**src/rtl/core/twss_pkg.sv**
```systemverilog
package twss_pkg;

    localparam logic [23:0] ELAPSED_MAX = 24'hFF_FFFF;

    localparam logic [15:0] STEPS_PER_REV_RST = 16'd200;
    localparam logic [23:0] STEP_INTERVAL_RST = 24'd5000;

    typedef enum logic [1:0] {
        REG_STEPS_PER_REV = 2'd0,
        REG_STEP_INTERVAL = 2'd1,
        REG_REVERSE       = 2'd2
    } cfg_reg_t;

    typedef struct packed {
        logic               cmd;
        logic signed [15:0] move_steps;
    } in_item_t;

    typedef struct packed {
        logic        coil_a;
        logic        coil_b;
        logic [15:0] position;
        logic [15:0] left_count;
        logic        stepped;
    } out_item_t;

    typedef struct packed {
        logic [15:0] steps_per_rev;
        logic [23:0] step_interval;
        logic        reverse;
    } twss_cfg_t;

    typedef struct packed {
        logic [15:0] position;
        logic        forward;
        logic [15:0] remaining;
        logic [23:0] elapsed;
    } twss_state_t;

endpackage

```
**src/rtl/core/twss_motion.sv**
```systemverilog
module twss_motion
    import twss_pkg::*;
(
    input  in_item_t    item,
    input  twss_cfg_t   cfg,
    input  twss_state_t cur,
    output twss_state_t nxt,
    output out_item_t   result
);

    logic        neg;
    logic [15:0] raw;
    logic [15:0] mag;
    logic [23:0] elapsed_inc;
    logic        fire;
    logic [15:0] rev_len;
    logic [16:0] pos_up;
    logic [15:0] pos_fwd;
    logic [15:0] pos_back;
    logic [1:0]  phase;

    assign raw = item.move_steps;
    assign neg = raw[15];
    // most negative move wraps to 16'h8000, which is the right magnitude
    assign mag = neg ? (~raw + 16'd1) : raw;

    assign elapsed_inc = (cur.elapsed == ELAPSED_MAX) ? cur.elapsed : cur.elapsed + 24'd1;
    assign fire = (elapsed_inc >= cfg.step_interval) && (cur.remaining != 16'd0);

    // a zero revolution length behaves as one step per revolution
    assign rev_len  = (cfg.steps_per_rev == 16'd0) ? 16'd1 : cfg.steps_per_rev;
    assign pos_up   = {1'b0, cur.position} + 17'd1;
    assign pos_fwd  = (pos_up >= {1'b0, rev_len}) ? 16'd0 : pos_up[15:0];
    assign pos_back = (cur.position == 16'd0 || cur.position >= rev_len)
                      ? rev_len - 16'd1 : cur.position - 16'd1;

    always_comb
    begin
        nxt = cur;
        if (item.cmd)
        begin
            nxt.remaining = mag;
            if (raw != 16'd0)
            begin
                nxt.forward = ~neg ^ cfg.reverse;
            end
        end
        else
        begin
            nxt.elapsed = elapsed_inc;
            if (fire)
            begin
                nxt.position  = cur.forward ? pos_fwd : pos_back;
                nxt.elapsed   = '0;
                nxt.remaining = cur.remaining - 16'd1;
            end
        end
    end

    assign phase = nxt.position[1:0];

    always_comb
    begin
        result.coil_a     = phase[1] ^ phase[0];
        result.coil_b     = phase[1];
        result.position   = nxt.position;
        result.left_count = nxt.remaining;
        result.stepped    = ~item.cmd & fire;
    end

endmodule

```
**src/rtl/core/two_wire_stepper_sequencer.sv**
```systemverilog
// Channel  | Direction | Handshake             | Payload
// ---------+-----------+-----------------------+-----------------------------
// in       | input     | in_valid / in_stall   | in_data   (in_item_t)
// out      | output    | out_valid / out_stall | out_data  (out_item_t)
// cfg      | input     | cfg_valid / cfg_ready | cfg_index, cfg_data
//
// One request per clock while in_stall is low. State and the result are
// updated in the same cycle by a single pass of combinational logic from
// the motion registers to the output register (or to the skid while it is held).
// A two-entry output buffer (output register plus skid) keeps in_stall
// registered; in_stall rises only when both entries are full.
// rst_n clears config to defaults, position/direction/count to zero and
// saturates the elapsed counter.
module two_wire_stepper_sequencer
    import twss_pkg::*;
(
    input  logic        clk,
    input  logic        rst_n,

    input  logic        in_valid,
    output logic        in_stall,
    input  in_item_t    in_data,

    output logic        out_valid,
    input  logic        out_stall,
    output out_item_t   out_data,

    input  logic        cfg_valid,
    output logic        cfg_ready,
    input  logic [1:0]  cfg_index,
    input  logic [23:0] cfg_data
);

    twss_cfg_t   cfg_reg;
    twss_state_t state_reg;
    twss_state_t state_next;
    out_item_t   result;
    out_item_t   out_data_reg;
    out_item_t   skid_data_reg;
    logic        out_valid_reg;
    logic        skid_valid_reg;
    logic        in_take;
    logic        out_take;

    assign cfg_ready = 1'b1;
    assign in_stall  = skid_valid_reg;
    assign in_take   = in_valid & ~skid_valid_reg;
    assign out_take  = out_valid_reg & ~out_stall;
    assign out_valid = out_valid_reg;
    assign out_data  = out_data_reg;

    always_ff @(posedge clk or negedge rst_n)
    begin
        if (!rst_n)
        begin
            cfg_reg.steps_per_rev <= STEPS_PER_REV_RST;
            cfg_reg.step_interval <= STEP_INTERVAL_RST;
            cfg_reg.reverse       <= 1'b0;
        end
        else if (cfg_valid)
        begin
            unique case (cfg_reg_t'(cfg_index))
                REG_STEPS_PER_REV: cfg_reg.steps_per_rev <= cfg_data[15:0];
                REG_STEP_INTERVAL: cfg_reg.step_interval <= cfg_data;
                REG_REVERSE:       cfg_reg.reverse       <= cfg_data[0];
                default:           ;
            endcase
        end
    end

    twss_motion u_motion (
        .item   (in_data),
        .cfg    (cfg_reg),
        .cur    (state_reg),
        .nxt    (state_next),
        .result (result)
    );

    always_ff @(posedge clk or negedge rst_n)
    begin
        if (!rst_n)
        begin
            state_reg.position  <= '0;
            state_reg.forward   <= 1'b0;
            state_reg.remaining <= '0;
            state_reg.elapsed   <= ELAPSED_MAX;
        end
        else if (in_take)
        begin
            state_reg <= state_next;
        end
    end

    always_ff @(posedge clk or negedge rst_n)
    begin
        if (!rst_n)
        begin
            out_valid_reg  <= 1'b0;
            skid_valid_reg <= 1'b0;
        end
        else
        begin
            priority if (!out_valid_reg || out_take)
            begin
                // refill the output from the skid first, then from the new request
                out_valid_reg  <= skid_valid_reg | in_take;
                skid_valid_reg <= skid_valid_reg & in_take;
            end
            else
            begin
                skid_valid_reg <= skid_valid_reg | in_take;
            end
        end
    end

    always_ff @(posedge clk)
    begin
        if (!out_valid_reg || out_take)
        begin
            if (skid_valid_reg)
            begin
                out_data_reg <= skid_data_reg;
                if (in_take)
                begin
                    skid_data_reg <= result;
                end
            end
            else if (in_take)
            begin
                out_data_reg <= result;
            end
        end
        else if (in_take)
        begin
            skid_data_reg <= result;
        end
    end

    a_skid_needs_out: assert property (@(posedge clk) disable iff (!rst_n)
        skid_valid_reg |-> out_valid_reg)
        else $error("skid entry held while output register empty");

    a_remaining_bound: assert property (@(posedge clk) disable iff (!rst_n)
        state_reg.remaining <= 16'h8000)
        else $error("remaining step count exceeds largest move");

    a_step_clears_elapsed: assert property (@(posedge clk) disable iff (!rst_n)
        (in_take && result.stepped) |=> (state_reg.elapsed == 24'd0))
        else $error("elapsed counter not cleared after a step");

    a_cmd_no_step: assert property (@(posedge clk) disable iff (!rst_n)
        (in_take && in_data.cmd) |=> !$changed(state_reg.position))
        else $error("move command changed position");

    a_step_drops_count: assert property (@(posedge clk) disable iff (!rst_n)
        (in_take && result.stepped)
        |=> (state_reg.remaining == $past(state_reg.remaining) - 16'd1))
        else $error("step did not drop remaining count");

endmodule

```
**config.mk**
```make
export PLATFORM = sky130hd
export DESIGN_NAME = two_wire_stepper_sequencer
export DESIGN_NICKNAME = d
export VERILOG_FILES = /design/src/rtl/core/twss_pkg.sv /design/src/rtl/core/twss_motion.sv /design/src/rtl/core/two_wire_stepper_sequencer.sv
export SDC_FILE = /design/constraint.sdc
export NUM_CORES = 1
export LEC_CHECK = 0
export ABC_AREA = 1
export BUFFER_PORTS_ARGS = -buffer_cell sky130_fd_sc_hd__buf_2
export CORE_ASPECT_RATIO = 0.7
export CORE_MARGIN = 8
export CORE_UTILIZATION = 40
export DETAILED_ROUTE_END_ITERATION = 6
export HOLD_SLACK_MARGIN = 0.15
export PLACE_DENSITY = 0.59
export SLEW_MARGIN = 20
export SYNTH_ARGS = -nofsm -noshare
export SYNTH_HDL_FRONTEND = slang
export SYNTH_SLANG_ARGS = --single-unit
export TNS_END_PERCENT = 5
```
**constraint.sdc**
```tcl
create_clock -name clk -period 4.96 [get_ports clk]
set_clock_uncertainty 0.2 [all_clocks]
set_input_delay 0.248 -clock clk [delete_from_list [all_inputs] [get_ports clk]]
set_output_delay 0.248 -clock clk [all_outputs]
set_load 0.05 [all_outputs]
```
# Yosys cells after proc, flatten, opt, wreduce, memory -nomap -nowiden
# Cells that the tools add are included.
[classes] reduce_logical=16 div=0 eq_ne=4 n_mul=0 n_bitwise=12 n_addsub=6 n_mux=16 n_lt_le_gt_ge=3 shift=0
[op_table] cell="$mux W35" n=5
[op_table] cell="$mux W16" n=8
[op_table] cell="$sub A16 B1 Y16 const B" n=3
[op_table] cell="$mux W40" n=1
[op_table] cell="$logic_not A16 Y1" n=2
[op_table] cell="$reduce_bool A16 Y1" n=2
[op_table] cell="$add A24 B1 Y24 const B" n=1
[op_table] cell="$eq A24 B24 Y1 const B" n=1
[op_table] cell="$ge A24 B24 Y1" n=1
[op_table] cell="$mux W24" n=1
[op_table] cell="$add A16 B1 Y17 const B" n=1
[op_table] cell="$ge A17 B16 Y1" n=1
[op_table] cell="$add A16 B1 Y16 const B" n=1
[op_table] cell="$ge A16 B16 Y1" n=1
[op_table] cell="$not A16 Y16" n=1
[op_table] cell="$reduce_and A2 Y1" n=5
[op_table] cell="$and A1 B1 Y1" n=4
[op_table] cell="$not A1 Y1" n=4
[op_table] cell="$reduce_and A3 Y1" n=1
[op_table] cell="$eq A2 B1 Y1 const B" n=1
[op_table] cell="$eq A2 B2 Y1 const B" n=1
[op_table] cell="$logic_not A2 Y1" n=1
[op_table] cell="$logic_or A1 B1 Y1" n=2
[op_table] cell="$ne A2 B2 Y1 const B" n=1
[op_table] cell="other kinds (6)" n=7
[totals] romBits=0 memories=0 out_inout_bits=38 latchBits=0 mem_bits_rw=0 regBits=170 input_bits=48 word_cells=76

# Longest topological paths before layout
[logic_depth] word_depth=12 mapped_depth=30 mapped_depth_nobuf=29

# Modules after synthesis
# A second synthesis with hierarchy kept.
[unflattened] hier_cells=1574 area_unflattened_um2=11725.0
[modules_own_cells] module="two_wire_stepper_sequencer" instances=1 cells_per_inst=626 seq_area_each_um2=4644.5 area_each_um2=6660.1
[modules_own_cells] module="twss_motion" instances=1 cells_per_inst=948 seq_area_each_um2=0.0 area_each_um2=5064.9

# Least setup slack after synthesis
# No wires, ideal clock.
[synth_path] path_type="register to register" startpoint="register state_reg[0] (netlist name)" endpoint="register skid_data_reg[34] (netlist name), data pin" t_arrival_ps=3686 setup_ps=255 period_less_slack_ps=4140 stages_incl_launch_ff=25 slack_ps=820 path_cell_list="dfstp_2 > ha_1 > nand3_1 > nor2_1 > nand4_1 > nor2_2 > inv_1 > nand2_1 > nor2_2 > nand2_1 > nor2_2 > nand2_2 > nor2_2 > xor2_1 > ha_1 > nand4_1 > nor3_1 > nand4_1 > nand4_1 > nand2_1 > clkinv_1 > nand2_1 > o21ai_0 > nand2_1 > and2_1"
[synth_rtl] item="from (decl)" line="two_wire_stepper_sequencer.sv:35" rtl="twss_state_t state_reg;"
[synth_rtl] item="from (signal assigned)" line="two_wire_stepper_sequencer.sv:90" rtl="state_reg <= state_next;"
[synth_rtl] item="to (signal assigned)" line="two_wire_stepper_sequencer.sv:125" rtl="skid_data_reg <= result;"
[synth_rtl] item="to (signal assigned)" line="two_wire_stepper_sequencer.sv:135" rtl="skid_data_reg <= result;"
[synth_rtl] item="to (decl)" line="two_wire_stepper_sequencer.sv:39" rtl="out_item_t skid_data_reg;"

==> results.md <==
| Parameter | This run |
|:---|:---|
| Clock latency reported for the late side of the worst-skew pair | 0.44 ns |
| Routed Wire Length | 30410 µm |
| Number of DRC markers after the initial detailed-route iteration | 909 |
| Count of different cell masters after synthesis | 53 |
| Number of antenna-violating nets in the routed design | 0 |
| DRC | 0 |
| Max-slew headroom at the worst pin | 29.50% |
| Type of destination of the critical path | flip-flop |
| Core ar. | 26780 µm² |
| Number of optimization iterations in the first detailed-route pass | 5 |
| Util after Layout | 47.81% |
| Number of maximum-capacitance constraint violations | 0 |
| Synth Net Count | 1541 |
| Pwr dens | 528.7 nW/µm² |
| Inserted Clock Buffers | 17 |
| Maximum vdd drop | 0.3312 mV |
| Wire length of the first global-routing pass | 49270 µm |
| Final setup vio count | 0 |
| Crit path launch type | flip-flop |
| Total gr overflow | 0 |
| Critical path origin | state_reg[0] |
| Global placement routability congestion | 0.9097 |
| Root Buffer Master | sky130_fd_sc_hd__clkbuf_16 |
| PnR Total Power | 6.768 mW |
| Share of Yosys cell area claimed by the top area cell type | 18.72% |
| Area Overhead vs Synth | 17.37% |
| Vias in the first global route | 9448 |
| Achievable frequency | 218.0 MHz |
| Routed met3 length | 1518 µm |
| Leading post-synthesis cells by cell area | sky130_fd_sc_hd__edfxtp_1, sky130_fd_sc_hd__dfrtp_1, sky130_fd_sc_hd__nand2_1 |
| Synth Flop Type | sky130_fd_sc_hd__edfxtp_1 |
| Overall die area | 32890 µm² |
| Mean area per synthesized cell | 7.627 µm² |
| Worst-Margin Slew | 1.054 ns |
| Worst-case reg-to-reg path depth | 23 |
| Worst Path Class, Setup | flip-flop to flip-flop |
| Standard cell area after detailed placement | 11770 µm² |
| Run status | completed |
| Aggregate negative setup slack | 0 ns |
| Die Ht | 154.2 µm |
| Die Width | 213.4 µm |
| Number of primary I/O pins | 86 |
| Data arrival time of the critical path | 4.58 ns |
| Maximum clock path buffer count | 2 |
| Fraction of synthesis flops using an asynchronous set or reset pin | 59.52% |
| Peak fanout along the critical path | 11 |
| Detailed placement HPWL | 22760 µm |
| Met2 wirelength from detailed routing | 13590 µm |
| Leakage | 6.277 nW |
| Antenna cell count | 0 |
| Hold_ws | 0.1874 ns |
| Final clock period utilization by the worst path | 92.47% |
| Top post-synthesis cells by count | sky130_fd_sc_hd__nand2_1, sky130_fd_sc_hd__inv_1, sky130_fd_sc_hd__nand3_1 |
| Worst reg2reg path startpoint | state_reg[0] |
| Classification of the worst-slack hold path | input port to async pin |
| Post-layout instance count excluding filler cells | 1928 |
| Final worst slack | 0.3733 ns |
| H-tree depth reported by CTS | 4 |
| Top layer in use | met4 |
| EDFF count, synth | 68 |
| Number of synthesized register bits | 168 |
| Worst EP required | 4.96 ns |
| DRT met1 WL | 14860 µm |
| Cell area after layout | 12800 µm² |
| Nets@finish | 1662 |
| Max reg flops | 57 |
| Clock-pin slew of the registers on the worst-case setup and hold paths | 0.08 ns |
| Initial standard-cell utilization of the core | 40.73% |
| Placed instance count | 1852 |
| Count of final hold-check violations | 0 |
| Routed length per placed instance | 15.77 µm |
| Cell type contributing the most total cell area after synthesis | sky130_fd_sc_hd__edfxtp_1 |
| Port Buffer Count | 84 |
| Unrepaired setup endpoints after global routing | false |
| Number of sinks handled by clock tree synthesis | 168 |
| Clock tree from TritonCTS | yes |
| Slew Limit Fails | 0 |
| Vias/cell | 5.086 |
| Minimum setup slack after placement | 0.2169 ns |
| Number of cells produced by synthesis | 1430 |
| Share of final-layout standard cells stronger than drive strength 1 | 15.22% |
| Crit path time final | 4.587 ns |
| Row cnt | 50 |
| Routed vias | 9806 |
| Sequential-to-total area share from yosys stat | 42.03% |
| Layout fillers | 2717 |
| Most common cell in the netlist | sky130_fd_sc_hd__nand2_1 |
| Pin count of the biggest net entering global routing | 55 |
| Number of antenna violations at the first check in global routing | 0 |
| Overall global routing resource usage | 18.79% |
| Post-synthesis instance area | 10910 µm² |
| Yosys synthesis warning count | 0 |
[placed cells by master (no fill, tap or decap), types with 5 or more instances in the layout]
cell and n:
sky130_fd_sc_hd__xor2_1 33, sky130_fd_sc_hd__nor2_1 94, sky130_fd_sc_hd__a21oi_1 45, sky130_fd_sc_hd__buf_4 17
sky130_fd_sc_hd__nand2_2 18, sky130_fd_sc_hd__a31oi_1 10, sky130_fd_sc_hd__nand3_1 119, sky130_fd_sc_hd__buf_2 83
sky130_fd_sc_hd__clkbuf_16 17, sky130_fd_sc_hd__edfxtp_1 68, sky130_fd_sc_hd__dfrtp_1 68, sky130_fd_sc_hd__nand2_1 397
sky130_fd_sc_hd__dfstp_2 32, sky130_fd_sc_hd__o21ai_0 102, sky130_fd_sc_hd__nor3_1 19, sky130_fd_sc_hd__a21boi_1 6
sky130_fd_sc_hd__nand3_2 6, sky130_fd_sc_hd__o21ai_1 10, sky130_fd_sc_hd__inv_8 5, sky130_fd_sc_hd__inv_1 193
sky130_fd_sc_hd__or2_2 5, sky130_fd_sc_hd__nor3_2 5, sky130_fd_sc_hd__nor2_2 16, sky130_fd_sc_hd__ha_1 63
sky130_fd_sc_hd__dlygate4sd3_1 43, sky130_fd_sc_hd__nand4_1 23, sky130_fd_sc_hd__inv_2 9
[cell type report]
cell class	count	area, µm²	area share (%)
Clock inverter	15	153.9	1.202
Sequential cell	168	4584	35.81
Timing Repair Buffer	146	1032	8.064
Inverter	204	765.7	5.982
Clock buffer	17	425.4	3.323
Multi-Input combinational cell	1014	5384	42.06
Tap cell	364	455.4	3.558
[critical path, stage by stage (launching register included)]
cell and delay, ns:
sky130_fd_sc_hd__dfstp_2 0.57, sky130_fd_sc_hd__ha_1 0.19, sky130_fd_sc_hd__nand3_1 0.15, sky130_fd_sc_hd__nor2_2 0.18
sky130_fd_sc_hd__nand2_1 0.07, sky130_fd_sc_hd__nor2_1 0.23, sky130_fd_sc_hd__nand2_1 0.12, sky130_fd_sc_hd__nor2_1 0.17
sky130_fd_sc_hd__nand4_1 0.10, sky130_fd_sc_hd__nor3_1 0.20, sky130_fd_sc_hd__xor2_1 0.26, sky130_fd_sc_hd__ha_1 0.29
sky130_fd_sc_hd__nand4_1 0.13, sky130_fd_sc_hd__inv_1 0.05, sky130_fd_sc_hd__a21oi_1 0.13, sky130_fd_sc_hd__nand4_1 0.24
sky130_fd_sc_hd__nand2_1 0.20, sky130_fd_sc_hd__clkinv_1 0.11, sky130_fd_sc_hd__nand2_1 0.18, sky130_fd_sc_hd__buf_4 0.25
sky130_fd_sc_hd__nand2_1 0.06, sky130_fd_sc_hd__a21boi_2 0.16, sky130_fd_sc_hd__nand2_1 0.06, sky130_fd_sc_hd__nand2_1 0.05
[cell families after synthesis]
kind of cell               synth area share, %
buffers and inverters                    8.868
AOI/OAI and AO/OA                        10.03
DFF                                      42.03
and+or+nand+nor                          28.92
adders and majority gates                7.227
other                                  0.03438
xor gates and xnor gates                 2.891
[final timing paths]
path / end / slack [ns]
worst max-delay path: out_data[22] / 0.37
worst max register to register: out_data[22] / 0.37
worst min-delay path: cfg_reg[2] / 0.19
worst min register to register: state_reg[22] / 0.29
max in group asynchronous: state_reg[49] / 3.22
min in group clk: skid_data_reg[2] / 0.20
[repair_timing]
| action | 4_1_cts | 5_1_grt |
|---|---|---|
| resized for setup | 0 | 5 |
| hold buffers | 43 | 0 |
| endpoints found under the hold margin | 133 | 0 |
| setup buffers | 0 | 1 |
| endpoints found under the setup margin | 0 | 91 |
[routing by layer]
metal	vias up	track usage, %
met3	30	3.960
met2	246	28.98
met1	4646	26.68
met4	0	4.103
li1	4884	-
met5	-	0
[power breakdown]
group          internal, mW  switching (mW)
combinational          1.12            2.32
clock                 0.674           0.666
sequential             1.76           0.232
Note: power is estimated with default switching activity, not from simulation.
